--- src/hw/rtl/pmd_pkg.sv ---
`timescale 1ns / 1ps

package pmd_pkg;

	// Field widths of the channels and registers.
	localparam int COEF_W = 32;
	localparam int ROW_W  = 2;
	localparam int POW_W  = 4;
	localparam int OPOW_W = 6;
	localparam int DIM_W  = 3;
	localparam int CIDX_W = 1;

	localparam int DEF_MAX_DEG = 8;
	localparam int DEF_MAX_DIM = 4;

	localparam logic [COEF_W-1:0] MOD_RESET = 32'd65521;
	localparam logic [DIM_W-1:0]  DIM_RESET = 3'd4;

	// Configuration register indexes.
	localparam logic [CIDX_W-1:0] REG_MODULUS = 1'b0;
	localparam logic [CIDX_W-1:0] REG_DIM     = 1'b1;

	// Widths of the address and length fields of one program operation.
	localparam int OA_W = 12;
	localparam int OL_W = 10;

	// Operation kinds of the expansion program.
	localparam logic [1:0] OP_NOP  = 2'd0;
	localparam logic [1:0] OP_ZERO = 2'd1;
	localparam logic [1:0] OP_MAC  = 2'd2;
	localparam logic [1:0] OP_END  = 2'd3;

	// Column pairs of the shared 2x2 minors, in minor order.
	localparam int PAIR_A [6] = '{0, 0, 0, 1, 1, 2};
	localparam int PAIR_B [6] = '{1, 2, 3, 2, 3, 3};

	typedef struct packed {
		logic [1:0]      kind;
		logic [OA_W-1:0] dst;
		logic [OL_W-1:0] dlen;
		logic [OA_W-1:0] a;
		logic [OL_W-1:0] alen;
		logic [OA_W-1:0] b;
		logic [OL_W-1:0] blen;
		logic            b_one;
		logic            neg;
	} op_t;

	typedef struct packed {
		logic              start;
		logic              neg;
		logic [COEF_W-1:0] a;
		logic [COEF_W-1:0] b;
		logic [COEF_W-1:0] d;
	} mm_req_t;

	typedef struct packed {
		logic              done;
		logic [COEF_W-1:0] r;
	} mm_rsp_t;

	function automatic int pair_idx(input int a, input int b);
		int p;
		p = 5;
		if (a == 0 && b == 1) p = 0;
		else if (a == 0 && b == 2) p = 1;
		else if (a == 0 && b == 3) p = 2;
		else if (a == 1 && b == 2) p = 3;
		else if (a == 1 && b == 3) p = 4;
		return p;
	endfunction

	function automatic int ent(input int r, input int c, input int mdim, input int nc);
		return (r * mdim + c) * nc;
	endfunction

	function automatic op_t mk_mac(input int dst, input int dlen, input int a, input int alen,
		input int b, input int blen, input logic one, input logic neg);
		op_t op;
		op.kind  = OP_MAC;
		op.dst   = OA_W'(dst);
		op.dlen  = OL_W'(dlen);
		op.a     = OA_W'(a);
		op.alen  = OL_W'(alen);
		op.b     = OA_W'(b);
		op.blen  = OL_W'(blen);
		op.b_one = one;
		op.neg   = neg;
		return op;
	endfunction

	function automatic op_t mk_zero(input int dst, input int len);
		op_t op;
		op      = '0;
		op.kind = OP_ZERO;
		op.dst  = OA_W'(dst);
		op.dlen = OL_W'(len);
		return op;
	endfunction

	// One operation of the cofactor expansion for a given matrix size.
	function automatic op_t prog_op(input int deg, input int mdim, input logic [DIM_W-1:0] dim,
		input logic [5:0] pc);
		int nc, m2, p3, dl, mnb, par, dt, j, p, a, b, c, k, s, d;
		op_t op;
		nc  = deg + 1;
		m2  = 2 * deg + 1;
		p3  = 3 * deg + 1;
		dl  = mdim * deg + 1;
		mnb = mdim * mdim * nc;
		par = mnb + 6 * m2;
		dt  = par + p3;
		d   = int'(dim);
		j   = int'(pc);
		op      = '0;
		op.kind = OP_END;
		if (j == 0) begin
			op = mk_zero(mnb, 6 * m2 + p3 + dl);
		end else if (d == 1) begin
			if (j == 1) op = mk_mac(dt, dl, 0, nc, 0, 1, 1'b1, 1'b0);
		end else if (j <= 12) begin
			p = (j - 1) >> 1;
			a = PAIR_A[p];
			b = PAIR_B[p];
			if (b >= d) begin
				op.kind = OP_NOP;
			end else if (((j - 1) & 1) == 0) begin
				op = mk_mac(mnb + p * m2, m2, ent(0, a, mdim, nc), nc,
					ent(1, b, mdim, nc), nc, 1'b0, 1'b0);
			end else begin
				op = mk_mac(mnb + p * m2, m2, ent(0, b, mdim, nc), nc,
					ent(1, a, mdim, nc), nc, 1'b0, 1'b1);
			end
		end else if (d == 2) begin
			if (j == 13) op = mk_mac(dt, dl, mnb, m2, 0, 1, 1'b1, 1'b0);
		end else if (d == 3) begin
			if (j <= 15) begin
				k  = j - 13;
				a  = (k == 0) ? 1 : 0;
				b  = (k == 2) ? 1 : 2;
				op = mk_mac(dt, dl, ent(2, k, mdim, nc), nc, mnb + pair_idx(a, b) * m2, m2,
					1'b0, (k & 1) != 0);
			end
		end else begin
			if (j <= 32) begin
				k = (j >= 28) ? 3 : (j >= 23) ? 2 : (j >= 18) ? 1 : 0;
				s = j - 13 - 5 * k;
				a = (k == 0) ? 1 : 0;
				b = (k <= 1) ? 2 : 1;
				c = (k == 3) ? 2 : 3;
				case (s)
					0: op = mk_zero(par, p3);
					1: op = mk_mac(par, p3, ent(2, a, mdim, nc), nc,
						mnb + pair_idx(b, c) * m2, m2, 1'b0, 1'b0);
					2: op = mk_mac(par, p3, ent(2, b, mdim, nc), nc,
						mnb + pair_idx(a, c) * m2, m2, 1'b0, 1'b1);
					3: op = mk_mac(par, p3, ent(2, c, mdim, nc), nc,
						mnb + pair_idx(a, b) * m2, m2, 1'b0, 1'b0);
					default: op = mk_mac(dt, dl, ent(3, k, mdim, nc), nc, par, p3,
						1'b0, (k & 1) == 0);
				endcase
			end
		end
		return op;
	endfunction

endpackage

--- src/hw/rtl/pmd_mulmod.sv ---
`timescale 1ns / 1ps

// Serial modular multiply-accumulate: r = (d +/- a*b) mod m, one bit of b per cycle.
// Operand a and d must already be below the modulus; b may be any value.
module pmd_mulmod (
	input  logic                         clk,
	input  logic                         arst_n,
	input  logic [pmd_pkg::COEF_W-1:0]   modulus,
	input  pmd_pkg::mm_req_t             req,
	output pmd_pkg::mm_rsp_t             rsp
);

	localparam int W = pmd_pkg::COEF_W;
	localparam logic [5:0] STEPS = 6'(W);

	logic         busy_q;
	logic         done_q;
	logic [5:0]   cnt_q;
	logic [W-1:0] acc_q;
	logic [W-1:0] a_q;
	logic [W-1:0] b_q;
	logic [W-1:0] d_q;
	logic         neg_q;
	logic [W-1:0] r_q;

	logic [W:0]   m;
	logic [W+1:0] m1;
	logic [W+1:0] m2;
	logic [W+1:0] t;
	logic [W-1:0] acc_n;
	logic [W+1:0] sum;
	logic [W-1:0] res;

	// A zero register selects arithmetic modulo two to the word width.
	assign m  = {(modulus == '0), modulus};
	assign m1 = {1'b0, m};
	assign m2 = {m, 1'b0};

	always_comb begin
		t = {1'b0, acc_q, 1'b0} + (b_q[W-1] ? {2'b00, a_q} : '0);
		if (t >= m2) begin
			acc_n = W'(t - m2);
		end else if (t >= m1) begin
			acc_n = W'(t - m1);
		end else begin
			acc_n = W'(t);
		end
		if (neg_q) begin
			if (d_q >= acc_q) begin
				sum = {2'b00, d_q} - {2'b00, acc_q};
			end else begin
				sum = {2'b00, d_q} + m1 - {2'b00, acc_q};
			end
			res = W'(sum);
		end else begin
			sum = {2'b00, d_q} + {2'b00, acc_q};
			res = (sum >= m1) ? W'(sum - m1) : W'(sum);
		end
	end

	always_ff @(posedge clk or negedge arst_n) begin
		if (!arst_n) begin
			busy_q <= 1'b0;
			done_q <= 1'b0;
			cnt_q  <= '0;
		end else begin
			done_q <= 1'b0;
			if (req.start) begin
				busy_q <= 1'b1;
				cnt_q  <= '0;
			end else if (busy_q) begin
				if (cnt_q == STEPS) begin
					busy_q <= 1'b0;
					done_q <= 1'b1;
				end else begin
					cnt_q <= cnt_q + 6'd1;
				end
			end
		end
	end

	always_ff @(posedge clk) begin
		if (req.start) begin
			acc_q <= '0;
			a_q   <= req.a;
			b_q   <= req.b;
			d_q   <= req.d;
			neg_q <= req.neg;
		end else if (busy_q) begin
			if (cnt_q == STEPS) begin
				r_q <= res;
			end else begin
				acc_q <= acc_n;
				b_q   <= {b_q[W-2:0], 1'b0};
			end
		end
	end

	assign rsp.done = done_q;
	assign rsp.r    = r_q;

endmodule

--- config.mk ---
export PLATFORM = sky130hd
export DESIGN_NAME = pmd_mulmod
export DESIGN_NICKNAME = d
export VERILOG_FILES = /design/src/hw/rtl/pmd_pkg.sv /design/src/hw/rtl/pmd_mulmod.sv
export SDC_FILE = /design/constraint.sdc
export NUM_CORES = 1
export LEC_CHECK = 0
export BUFFER_PORTS_ARGS = -buffer_cell sky130_fd_sc_hd__buf_2
export CORE_UTILIZATION = 55
export CTS_CLUSTER_DIAMETER = 50
export DETAILED_ROUTE_END_ITERATION = 8
export GPL_TIMING_DRIVEN = 0
export HOLD_SLACK_MARGIN = 0.1
export PLACE_DENSITY_LB_ADDON = 0.1
export SYNTH_ARGS = -nofsm -noshare
export SYNTH_HDL_FRONTEND = slang
export SYNTH_SLANG_ARGS = --single-unit
--- constraint.sdc ---
create_clock -name clk -period 7.1 [get_ports clk]
set_clock_uncertainty 0.1 [all_clocks]
set_input_delay 0.355 -clock clk [delete_from_list [all_inputs] [get_ports clk]]
set_output_delay 0.355 -clock clk [all_outputs]
set_load 0.005 [all_outputs]
==> Word level (Yosys, flattened, before mapping) <==
Index checks and enable logic that the tools add are counted.
{ "totals": {"regBits": 169, "inputBits": 132, "out_inout_bits": 33, "wordCells": 49} }
{ "op_classes": {"addsub": 9, "order_cmp": 4, "n_eq_ne": 2, "n_mux": 18, "bitwise_logic": 2, "reduce_logical": 5} }
{ "op_table": {"columns": ["cell", "count"], "rows": [
  ["$mux 32", 9],
  ["$sub 32x32->32", 5],
  ["$add 33x32->34", 1],
  ["$ge 34x33->1", 1],
  ["$ge 34x34->1", 1],
  ["$add 32x32->33", 1],
  ["$ge 33x33->1", 1],
  ["$add 32x32->32", 1],
  ["$ge 32x32->1", 1],
  ["$logic_not 32->1", 1],
  ["$mux 6", 3],
  ["$add 6x1->6 const B", 1],
  ["$eq 6x6->1 const B", 1],
  ["$mux 1", 6],
  ["$reduce_and 2->1", 2],
  ["$reduce_and 3->1", 1],
  ["$ne 2x2->1 const B", 1],
  ["$not 1->1", 2],
  ["$reduce_bool 2->1", 1]
]} }

==> Logic depth before layout (Yosys ltp) <==
Gate-level depths: netlist (run 1).
{ "logic_depth": {"word_depth": 5, "ltp_mapped": 26, "ltp_nobuf": 24} }

==> Worst setup path after synthesis (run 1) <==
No wires, ideal clock.
{ "synth_path": {"kind": "reg2reg", "start": "reg acc_q[10]", "end": "reg r_q[24] (data pin)", "arrival_time_ps": 5236, "required_ps": 6732, "path_slack_ps": 1496, "stages_incl_launch_ff": 23, "path_buffers": 2, "synth_period_minus_slack_ps": 5604, "cell_sequence": "dfxtp_1 -> inv_1 -> ha_1 -> buf_6 -> or2_1 -> or4_1 -> a211oi_2 -> o21ai_2 -> a2111oi_4 -> nor3_2 -> o41a_1 -> xnor2_2 -> ha_1 -> and3_1 -> and3_1 -> and4_1 -> a31o_2 -> a21oi_1 -> o21ai_0 -> a41oi_2 -> clkbuf_1 -> mux2i_1 -> mux2i_1"} }
{ "synth_via": {"elab_chain_cells": 4, "elab_cells_between_ends": 9, "classes_between": "4 x add/sub; 2 x order compare; 3 x mux"} }
{ "synth_lines": {"columns": ["item", "line", "text"], "rows": [
  ["start, declared", "pmd_mulmod.sv:19", "logic [W-1:0] acc_q;"],
  ["start signal, assigned", "pmd_mulmod.sv:93", "acc_q <= acc_n;"],
  ["$add 32x32->33", "pmd_mulmod.sv:56", "sum = {2'b00, d_q} + {2'b00, acc_q};"],
  ["$sub 32x32->32 or $ge 33x33->1 (tied branches)", "pmd_mulmod.sv:57", "res = (sum >= m1) ? W'(sum - m1) : W'(sum);"],
  ["$mux 32", "pmd_mulmod.sv:57", null],
  ["$mux 32 (*)", "pmd_mulmod.sv:48", "if (neg_q) begin"],
  ["named net res[24]", "pmd_mulmod.sv:32", "logic [W-1:0] res;"],
  ["end signal, assigned", "pmd_mulmod.sv:91", "r_q <= res;"],
  ["end, declared", "pmd_mulmod.sv:24", "logic [W-1:0] r_q;"]
]} }
Mark *: on every way through the listed nets, which the timed path passes. The rest lies on a longest branch.
A chain may end at the register's enable or synchronous reset.

==> Worst setup path after layout (run 1) <==
{ "layout_path": {"start": "reg acc_q[10]", "end": "reg r_q[15] (data pin)"} }
Same word-level chain as after synthesis.

==> results of run 1 <==
[metrics by stage]
stage          instances  hold slack, ps  instance area [um^2]
2_1_floorplan       2355           -40.6                 20000
3_3_place_gp        2980             108                 21400
3_5_place_dp        2982             105                 21400
4_1_cts             3111             103                 23000
5_1_grt             3115             108                 23000
6_report            3115             110                 23000
[per-layer routing]
layer  track usage, %  wire, um
met1             49.1     29800
met2             60.1     30900
met3             4.09      4760
met4             18.5      3470
met5                0         0
[registers in the layout, indices dropped and copies added (netlist names)]
name	cells
done_q	1
r_q	32
cnt_q	6
a_q	32
acc_q	32
d_q	32
neg_q	1
b_q	32
busy_q	1
[logic make-up after synthesis]
group / after synthesis
xor+xnor: 184
mux: 62
buf+inv: 312
simple gates: 598
flops: 169
compound gates: 766
fa+ha+maj: 264
[worst register-to-register path, delay by kind of cell, from the launching register on]
| family | cells | cell delay [ps] |
|---|---|---|
| compound gates | 10 | 2360 |
| simple gates | 7 | 1690 |
| buf+inv | 5 | 1030 |
| fa+ha+maj | 2 | 670 |
| flops | 1 | 540 |
| xor+xnor | 1 | 230 |
[cell usage after synthesis (10+ instances only)]
master and number:
a211oi_1 39, o22ai_1 11, a31oi_1 40, or3_1 17, nor4_1 18, nor2b_1 21
o31ai_1 14, mux2_2 36, a221oi_1 10, nand3_1 49, a221o_1 17, dfxtp_1 32
a21o_1 99, nand4_1 24, edfxtp_1 129, ha_1 227, o21bai_1 32, o211ai_1 25
a21oi_1 232, fa_1 37, nand2b_1 28, clkbuf_1 40, inv_1 241, nor3_1 40
o21ai_0 100, mux2i_1 24, xnor2_1 120, xor2_1 63, o21a_1 28, buf_4 10
nand2_1 107, and3_1 29, o21ai_1 17, and2_1 45, nor2_1 176
[power groups by stage]
stage | logic (W) | registers [W] | clock network, W
after floorplan | 0.00657 | 0.00139 | 0
after global placement | 0.00843 | 0.00149 | 0
after detailed placement | 0.00853 | 0.00149 | 0
after CTS | 0.00866 | 0.00147 | 0.00100
after global routing | 0.00968 | 0.00149 | 0.00104
final | 0.00893 | 0.00148 | 0.00100
[path summary, 6_finish.rpt]
path / from / to / slack (ps) / cells past startpoint
max in group asynchronous: arst_n / cnt_q[2]$_DFFE_PN0P_ / 6570 / 2
min: req[49] / b_q[17]$_DFFE_PP_ / 110 / 2
max reg2reg: acc_q[10]$_SDFFE_PP0P_ / r_q[15]$_DFFE_PP_ / 350 / 25
min reg2reg: b_q[15]$_DFFE_PP_ / b_q[16]$_DFFE_PP_ / 460 / 1
max: acc_q[10]$_SDFFE_PP0P_ / r_q[15]$_DFFE_PP_ / 350 / 25
min in group asynchronous: arst_n / busy_q$_DFF_PN0_ / 150 / 2
[repair_timing]
| item | CTS | global route |
|---|---|---|
| hold buffers | 94 | 0 |
| buffers inserted | 3 | 3 |
| endpoints found under the setup margin | 23 | 33 |
| pin swaps | 1 | 0 |
| endpoints found under the hold margin | 101 | 0 |
| gates resized for setup | 0 | 13 |
[final cells by class]
type | count | area (um^2)
Multi-Input combinational cell | 1874 | 14000
Inverter | 241 | 905
Antenna cell | 1 | 2.50
Timing Repair Buffer | 266 | 1830
Fill cell | 2989 | 12600
Clock inverter | 15 | 191
Buffer | 71 | 373
Clock buffer | 17 | 425
Tap cell | 461 | 577
Sequential cell | 169 | 4720
==> key figures, run 1 <==
Run status
  • Failing checks: design-rule violations
  • Outcome: finished, violations left

Floorplan
  • Initial Util: 56.0%
  • Die Width: 193 um
  • Die area: 37,100 um^2
  • Row count: 69
  • Die Span Y: 193 um
  • Core area: 35,700 um^2
  • # IOs: 165

Clock tree
  • CTS root buffer: clkbuf_16
  • CTS Buffer Depth: 2
  • CTS tree: done
  • CTS Sinks: 169
  • Num CTS Buffers: 17
  • Clk slew on worst S/H paths: 80 ps
  • H-tree depth: 4
  • Clk_lat worst skew: 470 ps

GRT
  • Antenna violations before repair: 1
  • First-pass GRT wire length: 103,000 um
  • Gr ovfl total: 0
  • Largest net degree at the start of global routing: 68
  • Tot GR Track Use: 37.2%
  • Number of global-route vias before repair: 18.3k

Route
  • DR WL/cell: 22.1 um
  • Routed wire length: 68,900 um
  • Vias: 19.3k
  • # DRC: 16
  • 1st-iter DRT viols: 1,579
  • Remaining antenna violation count after routing: 0
  • Detailed-router iteration count before antenna repair: 8
  • Vias/cell: 6.20

Power
  • Clock share of power: 8.8%
  • Switching share of power: 52.9%
  • Cell-internal power: 0.00538 W
  • Pleak: 10.4 nW
  • Worst VDD drop: 0.000239 V
  • Pwr dens: 496 nW/um^2
  • P_sw: 0.00603 W
  • Reg power frac: 13.0%
  • Comb pwr share: 78.2%
  • Post-layout power: 0.0114 W

Synthesis
  • Cell variety after synth: 92
  • Synthesized area per cell: 8.48 um^2
  • Multiplexer share of the synthesized area: 3.35%
  • Xor/xnor cell area share of the yosys netlist: 8.11%
  • Register area share after synthesis: 23.6%
  • Synth area leader: edfxtp_1
  • Simple-Gate Fraction of Synth Area: 15.0%
  • Synthesized area: 20,000 um^2
  • Yosys warnings: 0
  • Synth Area in Compound Gates: 25.6%
  • Adder-Cell Fraction of Synth Area: 17.9%
  • Most common flop cell mapped by yosys: edfxtp_1
  • Synth top area share: 19.4%
  • Synth Register Bits: 169
  • Largest family of logic cells by synthesized area: compound AO/OA/AOI/OAI gates
  • Synth async-reset ratio: 4.73%
  • Synth Net Count: 2,751
  • Synth Instances: 2,355
  • Top cells by area, synth: edfxtp_1 (19%), ha_1 (14%), a21oi_1 (5.8%), xnor2_1 (5.3%), inv_1 (4.5%)
  • EDFF count, synth: 129

Setup path
  • Crit path arrival time: 6950 ps
  • CP top delay family: compound AO/OA/AOI/OAI gates
  • Critical Path RT: 7300 ps
  • Crit end category: flip-flop
  • Crit path max fanout: 10
  • Critical path type: flip-flop to flip-flop
  • Slowest-stage cell, CP: dfxtp_1
  • Worst path max stage delay: 540 ps
  • WP buf/inv: 5
  • Critical path startpoint category: flip-flop

Timing
  • Final Critical Period: 6750 ps
  • Highest clock rate: 148 MHz
  • Final Cycle Share: 95.1%
  • Measured slew at the worst slew-check pin: 1130 ps
  • Fin. Hold Viols: 0
  • RSZ-0062 raised after global routing: false
  • Final setup TNS: 0 ps
  • Max-slew violations: 0
  • Final Setup Violations: 0
  • Slew headroom: 24.8%
  • Final worst slack: 345 ps

Place
  • Routability Congestion: 0.982
  • Dpl hpwl: 54,800 um
  • Post-Place Worst Slack: -137 ps
  • PortBufs: 164

Layout
  • Commonest cells after routing, fill and taps aside: inv_1 (240), a21oi_1 (232), ha_1 (227)
  • Fin util: 64.5%
  • Area growth syn-to-layout: 15.3%
  • Commonest non-fill, non-tap cell in the layout: inv_1
  • Layout cells sized above 1: 11.9%
  • Fin nets: 3,036

Worst hold path
  • Hold/Removal Path Class: primary input to flip-flop

Job
  • Max-cap violations: 0
Note: power is estimated with default switching activity, not from simulation.
==> run 2, diff against run 1 <==
==> constraint.sdc (replaced) <==
create_clock -name clk -period 6.99 [get_ports clk]
set_clock_uncertainty 0.1 [all_clocks]
set_input_delay 0.3495 -clock clk [delete_from_list [all_inputs] [get_ports clk]]
set_output_delay 0.3495 -clock clk [all_outputs]
set_load 0.005 [all_outputs]
==> run 2 against run 1 <==
  * The flow still finishes with violations (design-rule violations)
  * Utilization rose by 0.060 points
  * Cell count barely moved
  * Setup slack got worse by 110 ps
  * Via count rose by 0.25%
  * Die area did not move
  * Count of clock-buffer cells in the layout did not move
  * Critical path depth fell by 2
  * Largest cell class unchanged
==> key figures, run 2 (synthesized netlist as in run 1, its figures left out) <==
Run status
  • Outcome: finished, violations left
  • Failing checks: design-rule violations

Route
  • Remaining antenna violation count after routing: 0
  • Routed wire length: 68,900 um
  • Detailed-router iteration count before antenna repair: 9
  • Vias/cell: 6.21
  • Vias: 19.4k
  • 1st-iter DRT viols: 1,757
  • # DRC: 17
  • DR WL/cell: 22.1 um

Layout
  • Commonest non-fill, non-tap cell in the layout: inv_1
  • Fin area: 23,000 um^2
  • Fillers: 2,994
  • Commonest cells after routing, fill and taps aside: inv_1 (240), a21oi_1 (232), ha_1 (227)
  • Area growth syn-to-layout: 15.4%
  • Fin nets: 3,038
  • Fin util: 64.6%
  • Layout cells sized above 1: 11.9%

Clock tree
  • H-tree depth: 4
  • Clk slew on worst S/H paths: 80 ps
  • Clk_lat worst skew: 470 ps
  • CTS Buffer Depth: 2
  • Num CTS Buffers: 17
  • CTS Sinks: 169
  • CTS root buffer: clkbuf_16
  • CTS tree: done

Timing
  • Max-slew violations: 0
  • Final Setup Violations: 0
  • Highest clock rate: 148 MHz
  • Final Cycle Share: 96.6%
  • Final Critical Period: 6750 ps
  • Measured slew at the worst slew-check pin: 1140 ps
  • Final setup TNS: 0 ps
  • Fin. Hold Viols: 0
  • Slew headroom: 24.0%

Floorplan
  • Initial Util: 56.0%
  • Die area: 37,100 um^2
  • Die Width: 193 um
  • Core area: 35,700 um^2
  • Die Span Y: 193 um
  • # IOs: 165
  • Row count: 69

Setup path
  • Crit end category: flip-flop
  • Critical Path RT: 7180 ps
  • Crit path arrival time: 6940 ps
  • Critical path startpoint category: flip-flop
  • Crit path max fanout: 10
  • Critical path type: flip-flop to flip-flop

Power
  • P_sw: 0.00613 W
  • Switching share of power: 52.9%
  • Pwr dens: 504 nW/um^2
  • Cell-internal power: 0.00547 W
  • Worst VDD drop: 0.000236 V
  • Pleak: 10.4 nW
  • Reg power frac: 13.0%
  • Comb pwr share: 78.2%
  • Clock share of power: 8.8%

GRT
  • Number of global-route vias before repair: 18.2k
  • Gr busiest metal: met2
  • Gr ovfl total: 0
  • Antenna violations before repair: 1
  • Tot GR Track Use: 37.1%
  • Met1 usage: 49.2%
  • M2 GR Usage: 60.1%
  • First-pass GRT wire length: 103,000 um
  • Largest net degree at the start of global routing: 68
  • Met3 Usage GRT: 3.60%

Place
  • Routability Congestion: 0.982
  • Dpl hpwl: 54,800 um
  • PortBufs: 164
  • Dpl cell area: 21,400 um^2

Job
  • Max-cap violations: 0

Worst hold path
  • Hold/Removal Path Class: primary input to flip-flop
-- run 2: changes by cell type in the layout (fill, tap and decap cells not counted), sizes merged --
| cell | change |
|---|---|
| dlygate4sd3 | +2 |
-- run 2: power by group through the flow --
stage | Sequential [W] | Clock [W] | Combinational [W]
finish | 0.00150 | 0.00102 | 0.00908
detailed placement | 0.00152 | 0 | 0.00867
global placement | 0.00151 | 0 | 0.00856
global route | 0.00151 | 0.00106 | 0.00983
floorplan | 0.00141 | 0 | 0.00668
CTS | 0.00149 | 0.00102 | 0.00879
-- run 2: path summary, 6_finish.rpt --
| kind | end | slack [ps] | depth (start not counted) | start |
|---|---|---|---|---|
| max | r_q[14]$_DFFE_PP_ | 240 | 23 | acc_q[2]$_SDFFE_PP0P_ |
| min | b_q[17]$_DFFE_PP_ | 100 | 2 | req[49] |
| max reg2reg | r_q[14]$_DFFE_PP_ | 240 | 23 | acc_q[2]$_SDFFE_PP0P_ |
| min reg2reg | b_q[18]$_DFFE_PP_ | 460 | 1 | b_q[17]$_DFFE_PP_ |
| max in group asynchronous | cnt_q[0]$_DFFE_PN0P_ | 6470 | 2 | arst_n |
| min in group asynchronous | busy_q$_DFF_PN0_ | 150 | 2 | arst_n |
-- run 2: final cells by class --
class | instances | area [um^2] | area share [%]
diodes | 1 | 2.50 | 0.0109
plain buffers | 71 | 373 | 1.62
clock buffers | 17 | 425 | 1.85
clock inverters | 15 | 191 | 0.831
inverters | 241 | 905 | 3.93
multi-input cells | 1874 | 14000 | 60.7
flip-flops and latches | 169 | 4720 | 20.5
well taps | 461 | 577 | 2.50
repair buffers | 268 | 1850 | 8.04
-- run 2: stage by stage --
| step | instances | setup WS [ps] | hold WS (ps) | power (W) |
|---|---|---|---|---|
| 2_1_floorplan | 2355 | 1390 | -46.1 | 0.00809 |
| 3_3_place_gp | 2980 | -201 | 102 | 0.0101 |
| 3_5_place_dp | 2982 | -247 | 99.3 | 0.0102 |
| 4_1_cts | 3112 | 122 | 105 | 0.0113 |
| 5_1_grt | 3117 | -17.1 | 115 | 0.0124 |
| 6_report | 3117 | 237 | 104 | 0.0116 |
-- run 2: repair_timing --
action,4_1_cts,5_1_grt
resized for setup,1,12
hold buffers,95,1
pin swaps,1,0
setup buffers,3,3
setup endpoints to repair,35,45
endpoints found under the hold margin,102,1
-- run 2: routing by layer --
| layer | part of all wire, % | wire [um] |
|---|---|---|
| met1 | 43 | 29800 |
| met2 | 45 | 31000 |
| met3 | 6.9 | 4730 |
| met4 | 5.1 | 3490 |
| met5 | 0 | 0 |
-- run 2: critical path: stages (launching register included) --
cell	delay, ps
dfxtp_1	550
inv_1	180
ha_1	320
clkbuf_1	210
nand2b_1	120
o311ai_1	160
a2bb2oi_1	310
a311o_1	350
o21ai_1	110
o211a_1	170
o41ai_1	750
xnor2_1	270
ha_1	420
and3_1	220
and3_1	230
and4_1	190
a31o_2	230
a21oi_1	180
o21ai_0	130
a41oi_2	320
clkbuf_4	330
buf_2	330
a21oi_1	120
a21oi_1	230
